$ cat config.mk
export PLATFORM = sky130hd
export DESIGN_NAME = record_selection_sorter
export DESIGN_NICKNAME = d
export VERILOG_FILES = /design/src/design/rss_pkg.sv /design/src/design/record_selection_sorter.sv /design/src/design/rss_store.sv
export SDC_FILE = /design/constraint.sdc
export NUM_CORES = 2
export LEC_CHECK = 0
export ABC_AREA = 0
export BUFFER_PORTS_ARGS = -buffer_cell sky130_fd_sc_hd__buf_2
export CAP_MARGIN = 30
export CORE_MARGIN = 1
export CORE_UTILIZATION = 31
export CTS_CLUSTER_SIZE = 24
export DETAILED_ROUTE_END_ITERATION = 10
export PLACE_DENSITY = 0.52
export SLEW_MARGIN = 10
export SYNTH_ARGS = -nofsm -noshare
export SYNTH_HDL_FRONTEND = slang
export SYNTH_SLANG_ARGS = --single-unit
$ cat constraint.sdc
create_clock -name clk -period 9.69 [get_ports clk]
set_clock_uncertainty 0.1 [all_clocks]
set_input_delay 1.4535 -clock clk [delete_from_list [all_inputs] [get_ports clk]]
set_output_delay 1.4535 -clock clk [all_outputs]
set_load 0.02 [all_outputs]
$ cat src/design/rss_pkg.sv
// types and constants of the record selection sorter
package rss_pkg;

  localparam int TAG_W = 17;
  localparam int KEY_W = 34;
  localparam int REC_W = KEY_W + TAG_W;

  // input beat: one record of the set
  typedef struct packed {
    logic [16:0] tag_number;
    logic [13:0] year;
    logic [3:0]  month;
    logic [4:0]  day;
    logic [4:0]  hour;
    logic [5:0]  minute;
    logic        last_record;
  } rss_in_t;

  // result beat: one record in sorted order
  typedef struct packed {
    logic [16:0] out_tag_number;
    logic [13:0] out_year;
    logic [3:0]  out_month;
    logic [4:0]  out_day;
    logic [4:0]  out_hour;
    logic [5:0]  out_minute;
    logic        out_last;
    logic        overflowed;
  } rss_out_t;

  // sort key, most significant part first
  typedef struct packed {
    logic [13:0] year;
    logic [3:0]  month;
    logic [4:0]  day;
    logic [4:0]  hour;
    logic [5:0]  minute;
  } rss_key_t;

  // stored record
  typedef struct packed {
    rss_key_t    key;
    logic [16:0] tag;
  } rss_rec_t;

  typedef enum logic [1:0] {
    ST_FILL,
    ST_SCAN,
    ST_EMIT
  } rss_state_t;

endpackage

$ cat src/design/record_selection_sorter.sv
// record selection sorter top level: fill, scan and emit control around the store
//
//   channel | ports                      | handshake
//   --------+----------------------------+-----------------------------------
//   input   | start, busy, in_data       | beat taken when start && !busy
//   result  | out_valid, out_data        | one-cycle strobe, no back pressure
//
// input beats are accepted back to back while the set is filling; the closing
// beat starts a sort in which each position costs one store read per remaining
// record, then a wait for the registered read data and the emit state; all
// reads go through the single store read port.
// reset is synchronous; the store needs no clearing, only written entries
// are read. the receiver cannot stall: each result shows for one cycle.
module record_selection_sorter #(
  parameter int DEPTH = 32
) (
  input  logic             clk,
  input  logic             rst_n,
  input  logic             start,
  output logic             busy,
  input  rss_pkg::rss_in_t in_data,
  output logic             out_valid,
  output rss_pkg::rss_out_t out_data
);

  localparam int IW = (DEPTH > 1) ? $clog2(DEPTH) : 1;
  localparam int CW = $clog2(DEPTH + 1);

  rss_pkg::rss_state_t state_r, state_nxt;
  logic [CW-1:0] cnt_r, cnt_nxt;
  logic          ovf_r, ovf_nxt;
  logic [IW-1:0] pos_r, pos_nxt;
  logic [CW-1:0] iss_r, iss_nxt;
  logic          dv_r, dv_nxt;
  logic [IW-1:0] q_r, q_nxt;
  logic [IW-1:0] min_idx_r, min_idx_nxt;
  rss_pkg::rss_rec_t min_r, min_nxt;
  rss_pkg::rss_rec_t base_r, base_nxt;

  logic              mem_we;
  logic [IW-1:0]     mem_waddr;
  rss_pkg::rss_rec_t mem_wdata;
  logic [IW-1:0]     mem_raddr;
  rss_pkg::rss_rec_t mem_rdata;
  rss_pkg::rss_rec_t rec_in;
  logic [rss_pkg::KEY_W-1:0] rd_key;
  logic [rss_pkg::KEY_W-1:0] min_key;

  // incoming beat as a stored record
  always_comb begin
    rec_in.key.year   = in_data.year;
    rec_in.key.month  = in_data.month;
    rec_in.key.day    = in_data.day;
    rec_in.key.hour   = in_data.hour;
    rec_in.key.minute = in_data.minute;
    rec_in.tag        = in_data.tag_number;
  end

  assign rd_key  = mem_rdata.key;
  assign min_key = min_r.key;

  rss_store #(
    .DEPTH (DEPTH),
    .IW    (IW)
  ) u_store (
    .clk   (clk),
    .we    (mem_we),
    .waddr (mem_waddr),
    .wdata (mem_wdata),
    .raddr (mem_raddr),
    .rdata (mem_rdata)
  );

  // control registers
  always_ff @(posedge clk) begin
    if (!rst_n) begin
      state_r <= rss_pkg::ST_FILL;
      cnt_r   <= '0;
      ovf_r   <= 1'b0;
      dv_r    <= 1'b0;
    end else begin
      state_r <= state_nxt;
      cnt_r   <= cnt_nxt;
      ovf_r   <= ovf_nxt;
      dv_r    <= dv_nxt;
    end
  end

  // scan pointers and running minimum
  always_ff @(posedge clk) begin
    pos_r     <= pos_nxt;
    iss_r     <= iss_nxt;
    q_r       <= q_nxt;
    min_idx_r <= min_idx_nxt;
    min_r     <= min_nxt;
    base_r    <= base_nxt;
  end

  // next state, store access and result
  always_comb begin
    state_nxt   = state_r;
    cnt_nxt     = cnt_r;
    ovf_nxt     = ovf_r;
    pos_nxt     = pos_r;
    iss_nxt     = iss_r;
    dv_nxt      = 1'b0;
    q_nxt       = q_r;
    min_idx_nxt = min_idx_r;
    min_nxt     = min_r;
    base_nxt    = base_r;
    mem_we      = 1'b0;
    mem_waddr   = cnt_r[IW-1:0];
    mem_wdata   = rec_in;
    mem_raddr   = iss_r[IW-1:0];
    busy        = (state_r != rss_pkg::ST_FILL);
    out_valid   = 1'b0;
    out_data.out_tag_number = min_r.tag;
    out_data.out_year       = min_r.key.year;
    out_data.out_month      = min_r.key.month;
    out_data.out_day        = min_r.key.day;
    out_data.out_hour       = min_r.key.hour;
    out_data.out_minute     = min_r.key.minute;
    out_data.out_last       = ((CW'(pos_r) + CW'(1)) == cnt_r);
    out_data.overflowed     = ovf_r;
    case (state_r)
      rss_pkg::ST_FILL: begin
        if (start) begin
          // store the record or drop it when full
          if (cnt_r < CW'(DEPTH)) begin
            mem_we  = 1'b1;
            cnt_nxt = cnt_r + CW'(1);
          end else begin
            ovf_nxt = 1'b1;
          end
          if (in_data.last_record) begin
            state_nxt = rss_pkg::ST_SCAN;
            pos_nxt   = '0;
            iss_nxt   = '0;
          end
        end
      end
      rss_pkg::ST_SCAN: begin
        // issue reads from the current position to the end of the set
        if (iss_r < cnt_r) begin
          iss_nxt = iss_r + CW'(1);
          dv_nxt  = 1'b1;
          q_nxt   = iss_r[IW-1:0];
        end
        // fold returning data into the running minimum
        if (dv_r) begin
          if (q_r == pos_r) begin
            min_nxt     = mem_rdata;
            min_idx_nxt = q_r;
            base_nxt    = mem_rdata;
          end else if (rd_key < min_key) begin
            min_nxt     = mem_rdata;
            min_idx_nxt = q_r;
          end
          if ((CW'(q_r) + CW'(1)) == cnt_r) begin
            state_nxt = rss_pkg::ST_EMIT;
          end
        end
      end
      rss_pkg::ST_EMIT: begin
        // emit the minimum, move the displaced record into its slot
        out_valid = 1'b1;
        mem_we    = 1'b1;
        mem_waddr = min_idx_r;
        mem_wdata = base_r;
        if ((CW'(pos_r) + CW'(1)) == cnt_r) begin
          state_nxt = rss_pkg::ST_FILL;
          cnt_nxt   = '0;
          ovf_nxt   = 1'b0;
        end else begin
          state_nxt = rss_pkg::ST_SCAN;
          pos_nxt   = pos_r + IW'(1);
          iss_nxt   = CW'(pos_r) + CW'(1);
        end
      end
      default: begin
        state_nxt = rss_pkg::ST_FILL;
      end
    endcase
  end

endmodule

$ cat src/design/rss_store.sv
// record store: one write port, one read port with registered read data
module rss_store #(
  parameter int DEPTH = 32,
  parameter int IW    = 5
) (
  input  logic              clk,
  input  logic              we,
  input  logic [IW-1:0]     waddr,
  input  rss_pkg::rss_rec_t wdata,
  input  logic [IW-1:0]     raddr,
  output rss_pkg::rss_rec_t rdata
);

  rss_pkg::rss_rec_t mem [DEPTH];
  rss_pkg::rss_rec_t rdata_r;

  // write port
  always_ff @(posedge clk) begin
    if (we) begin
      mem[waddr] <= wdata;
    end
  end

  // read port, registered read data
  always_ff @(posedge clk) begin
    rdata_r <= mem[raddr];
  end

  assign rdata = rdata_r;

endmodule

; After elaboration in Yosys (flattened, before gate mapping)
; Memory sizes are Yosys's and may differ from the RTL's. A register that Yosys moved wholly into a read port is not among the register bits.
; Index checks and enable logic that the tools add are counted.
[totals]
ff_bits = 133
ram_bits = 1632
input_bits = 55
out_inout_bits = 55
wordCells = 93
n_memories = 1
[mem_list]
columns = memory, depth, word_bits, rd, rd_ports_with_merged_regs, wr, line
row1 = u_store.mem, 32, 51, 1, 1, 1, rss_store.sv:14  ; rss_pkg::rss_rec_t mem [DEPTH];
[op_classes]
add_sub_neg = 5
magnitude_cmp = 3
eq_ne = 14
muxes = 36
reduce_logical = 14
[ops]
columns = operator, n
row1 = 51-bit 2-to-1 mux, 3
row2 = 6-bit 2-to-1 mux, 7
row3 = 34-bit less-than comparator, 1
row4 = 5-bit 2-to-1 mux, 6
row5 = "2-bit != test, second input constant", 9
row6 = 6-bit case mux with 3 select lines, 1
row7 = 4-bit AND reduction, 4
row8 = "5-bit by 1-bit adder with 6-bit output, second input constant", 2
row9 = "6-bit by 1-bit adder with 6-bit output, second input constant", 2
row10 = 6-bit == test, 2
row11 = 6-bit case mux with 2 select lines, 1
row12 = 1-bit 2-to-1 mux, 10
row13 = 5-bit case mux with 2 select lines, 1
row14 = 2-bit 2-to-1 mux, 4
row15 = 6-bit less-than comparator, 1
row16 = "6-bit less-than comparator, second input constant", 1
row17 = 2-bit case mux with 3 select lines, 1
row18 = 3-bit AND reduction, 2
row19 = 2-bit nonzero test, 3
row20 = "5-bit by 1-bit adder with 5-bit output, second input constant", 1
row21 = 5-bit == test, 1
row22 = 5-bit AND reduction, 1
row23 = 1-bit case mux with 2 select lines, 2
row24 = 2-bit AND reduction, 2
row25 = other kinds (4), 4

; Depth between registers and ports, before layout
[depth]
word_depth = 6
depth_mapped = 9
ltp_nobuf = 8

; Hierarchy
; A second synthesis with hierarchy kept.
[hier_totals]
cells_unflattened = 4044
area_unflattened_um2 = 70979.3
[by_module_without_submodules]
columns = mod, instances, cells_per_inst, area_per_inst_um2, seq_area_each_um2
row1 = rss_store, 1, 3574, 64543.2, 50028.0
row2 = record_selection_sorter, 1, 470, 6436.2, 3893.7

; Worst setup path after synthesis
; Ideal clock, no wire load.
[synth_timing]
path_type = reg-to-reg
from = register state_r[1]
to = register min_idx_r[0], enable pin
setup_time_ns = 0.553
arrival_ns = 5.961
required_time_ns = 9.037
slack_ns = 3.076
stages_incl_launch_ff = 8
n_path_buf = 1
synth_period_minus_slack_ns = 6.614
path_cell_list = dfxtp_1 -> inv_1 -> ha_1 -> clkbuf_1 -> nand2_1 -> nor3_1 -> a21oi_1 -> o31ai_1
[synth_via]
elab_chain_cells = 2
[synth_rtl]
columns = item, line
row1 = start: declaration, record_selection_sorter.sv:29  ; rss_pkg::rss_state_t state_r, state_nxt;
row2 = start signal: assignment, record_selection_sorter.sv:77  ; state_r <= rss_pkg::ST_FILL;
row3 = start signal: assignment, record_selection_sorter.sv:82  ; state_r <= state_nxt;
row4 = 2-bit by 1-bit == test with 1-bit output, record_selection_sorter.sv:125  ; case (state_r)
row5 = 3-bit AND reduction (no source line), -
row6 = end signal: assignment, record_selection_sorter.sv:94  ; min_idx_r <= min_idx_nxt;
row7 = end: declaration, record_selection_sorter.sv:36  ; logic [IW-1:0] min_idx_r, min_idx_nxt;
; Every way passes these cells.
; A chain may end at the register's enable or synchronous reset.

==> qor.yml <==
final_layout:
  nets: 3261
  drive_gt1_share_pct: 34.16
  fin_area_um2: 80700
  syn_to_final_growth_pct: 16.22
  layout.cells.non_filler: 6302
sta:
  tns_ns: 0
  clock.fmax_mhz: 215.1
  rsz0062_at_grt: "no"
  hold_viol: 0
  finalCritPeriodShare_pct: 47.98
  relSlewSlack_pct: 29.53
  slew_violations: 0
  worst_pin_slew_ns: 1.057
  post-route-min-period_ns: 4.649
  hold-worst-slack_ns: 0.3395
  finalSetupViolations: 0
power_and_ir_drop:
  leakagePower_nw: 24.89
  combPwrFrac_pct: 26.1
  power.total_mw: 23.29
  p_seq_share_pct: 42.8
  power_switching_share_pct: 28.44
  clock_power_share_pct: 31.1
  vdd_drop_max_v: 0.0002850
  p_sw_mw: 6.622
  p_int_mw: 16.66
  power_density_nw_per_um2: 288.5
floorplan:
  fp-row-count: 173
  num_io_pins: 110
  die_width_um: 475.3
  dieArea_um2: 225900
  die-height_um: 475.3
  start_util_pct: 31.21
  coreArea_um2: 222500
placement:
  dpl.hpwl_um: 92450
  place_inst: 5939
  place_area_um2: 74380
  globalplace.congestion: 0.7442
  io_buffer_count: 109
global_route:
  antenna_found_initial: 11
  grt_pass1_vias: 32360
  grt_max_degree: 134
  grt_pass1_wl_um: 235500
  grt_usage_pct: 14.56
  overflow: 0
clocking:
  clock-sinks: 1816
  post_cts_buffers: 0
  cts_inserted_buffers: 190
  hold_buffers: 0
  root_buffer: "clkbuf_16"
  cts_resized: 0
  path_clk_slew_ns: 0.06
  h-tree-depth: 4
  clkLatencyLatePin_ns: 0.82
  clock_path_buffers: 3
  cts_tree: "yes"
critical_path:
  crit_required_ns: 8.14
  r2r_cells: 7
  crit_arrival_ns: 3.10
  cp_num_buf_inv: 2
  worstPathMaxFanout: 8
  cp.depth: 7
  critPathLaunchType: "flip-flop"
  critPathMaxStageDelay_ns: 0.65
  critical-path-slowest-cell: "or4_1"
  end_kind: "output pin"
  worstSetupPathType: "flip-flop to output pin"
  cp_top_family: "simple AND/OR/NAND/NOR gates"
  worstPathCellList: "ha_1, xor2_1, a211oi_1, o2111ai_1, or4_1, inv_1, buf_2"
drt:
  drt_iter0_drc: 2467
  ant_nets: 0
  wl_met1_um: 70750
  drt-total-wl_um: 164100
  drc: 0
  num_vias: 30820
  vias_per_cell: 4.890
  first_pass_iters: 5
  routed.top_layer: "met5"
  drt-wirelength-per-cell_um: 26.03
  wl_met3_um: 7419
  wl_met2_um: 82930
logic_synthesis:
  synthCells: 2908
  synth_seq_cells: 1816
  synth_fp_nets: 3009
  synth_common_cells: "1755 x edfxtp_1, 510 x mux4_2, 102 x mux2_2"
  synth.top_cell.area_share_pct: 75.90
  ys_dominant_reg_cell: "edfxtp_1"
  synth.most_common_cell: "edfxtp_1"
  synth_area_um2: 69440
  seq_area_frac_synth_pct: 77.65
  synthDistinctLibCells: 54
  synth.area.top_cells: "edfxtp_1 76%, mux4_2 17%, dfxtp_1 1.8%"
  ys.warnings.count: 0
  synthArstFlopShare_pct: 0
  syn_area_per_cell_um2: 23.88
  synth_edf_count: 1755
  synth_area_leader_cell: "edfxtp_1"
worst_hold_path:
  holdPathStages: 0
  hp-class: "flip-flop to flip-flop"
outcome:
  status: "completed"
job:
  maxCapViolCount: 0
-- worst reg2reg max path, delay by kind of cell (launching register included) --
| kind | cells | cell delay (ns) |
|---|---|---|
| and+or+nand+nor | 2 | 0.99 |
| AOI/OAI and AO/OA | 1 | 0.51 |
| adders and majority gates | 1 | 0.51 |
| DFF | 1 | 0.33 |
| buffers and inverters | 3 | 1.24 |
-- area by class of cell --
cell class / instances / area, um^2
clock inverters: 93 / 944.7
multi-input cells: 903 / 14930
repair buffers: 202 / 1714
clock buffers: 265 / 5290
flip-flops and latches: 1816 / 53920
well taps: 2975 / 3722
diodes: 1 / 2.502
inverters: 47 / 176.4
fillers: 20340 / 141800
-- power by group through the flow --
stage          combinational [mW]  sequential [mW]  clock [mW]
3_3_place_gp                 6.16             10.1           0
6_report                     6.08             9.97        7.24
3_5_place_dp                 6.22             10.2           0
5_1_grt                      6.55             10.0        7.70
4_1_cts                      6.24             10.0        7.42
2_1_floorplan                4.31             9.99           0
-- cells in the final DEF, fill, tap and decap left out, types with 19 or more instances in the layout --
cell type,count
inv_1,45
edfxtp_1,1755
buf_2,109
ha_1,45
clkbuf_8,19
clkinv_1,28
mux4_2,510
clkbuf_1,53
clkinv_2,24
nor2_4,32
nand2_1,23
mux2_2,102
clkbuf_16,193
a21oi_1,31
dfxtp_1,61
buf_4,63
-- through the flow --
stage | util (%) | worst slack [ns]
3_5_place_dp | 33.42 | 5.205
5_1_grt | 36.27 | 4.869
2_1_floorplan | - | 3.076
6_report | 36.27 | 5.041
4_1_cts | 36.23 | 4.963
3_3_place_gp | 33.20 | 4.980
-- cells by family (layout without fill, tap and decap cells) --
| family | after synthesis | in the layout | share of synthesized area [%] |
|---|---|---|---|
| AOI/OAI and AO/OA | 98 | 98 | 0.9172 |
| xor gates and xnor gates | 19 | 19 | 0.2397 |
| adders and majority gates | 46 | 46 | 0.8289 |
| buffers and inverters | 189 | 607 | 1.270 |
| DFF | 1816 | 1816 | 77.65 |
| muxes | 612 | 612 | 18.20 |
| other | 0 | 1 | 0 |
| and+or+nand+nor | 128 | 128 | 0.8938 |
-- path summary, 6_finish.rpt --
check                       endpoint  slack, ns              from
setup / recovery         out_data[1]       5.04          pos_r[0]
hold / removal          out_data[45]       0.34  u_store.rdata[9]
setup reg to reg  u_store.mem[3][22]       5.61        state_r[0]
hold reg to reg         out_data[45]       0.34  u_store.rdata[9]
-- flip-flops by register name, summed over array words and instances (netlist names) --
name           count
base_r            51
cnt_r              6
dv_r               1
iss_r              6
min_idx_r          5
out_data          51
ovf_r              1
pos_r              5
q_r                5
state_r            2
u_store.mem     1632
u_store.rdata     51
-- routing by layer --
layer  global-route usage, %  vias up
met2                   24.68      709
met5                       0        -
met4                   3.688        6
li1                        -    12950
met1                   19.34    16960
met3                   2.455      200
Note: power is estimated with default switching activity, not from simulation.
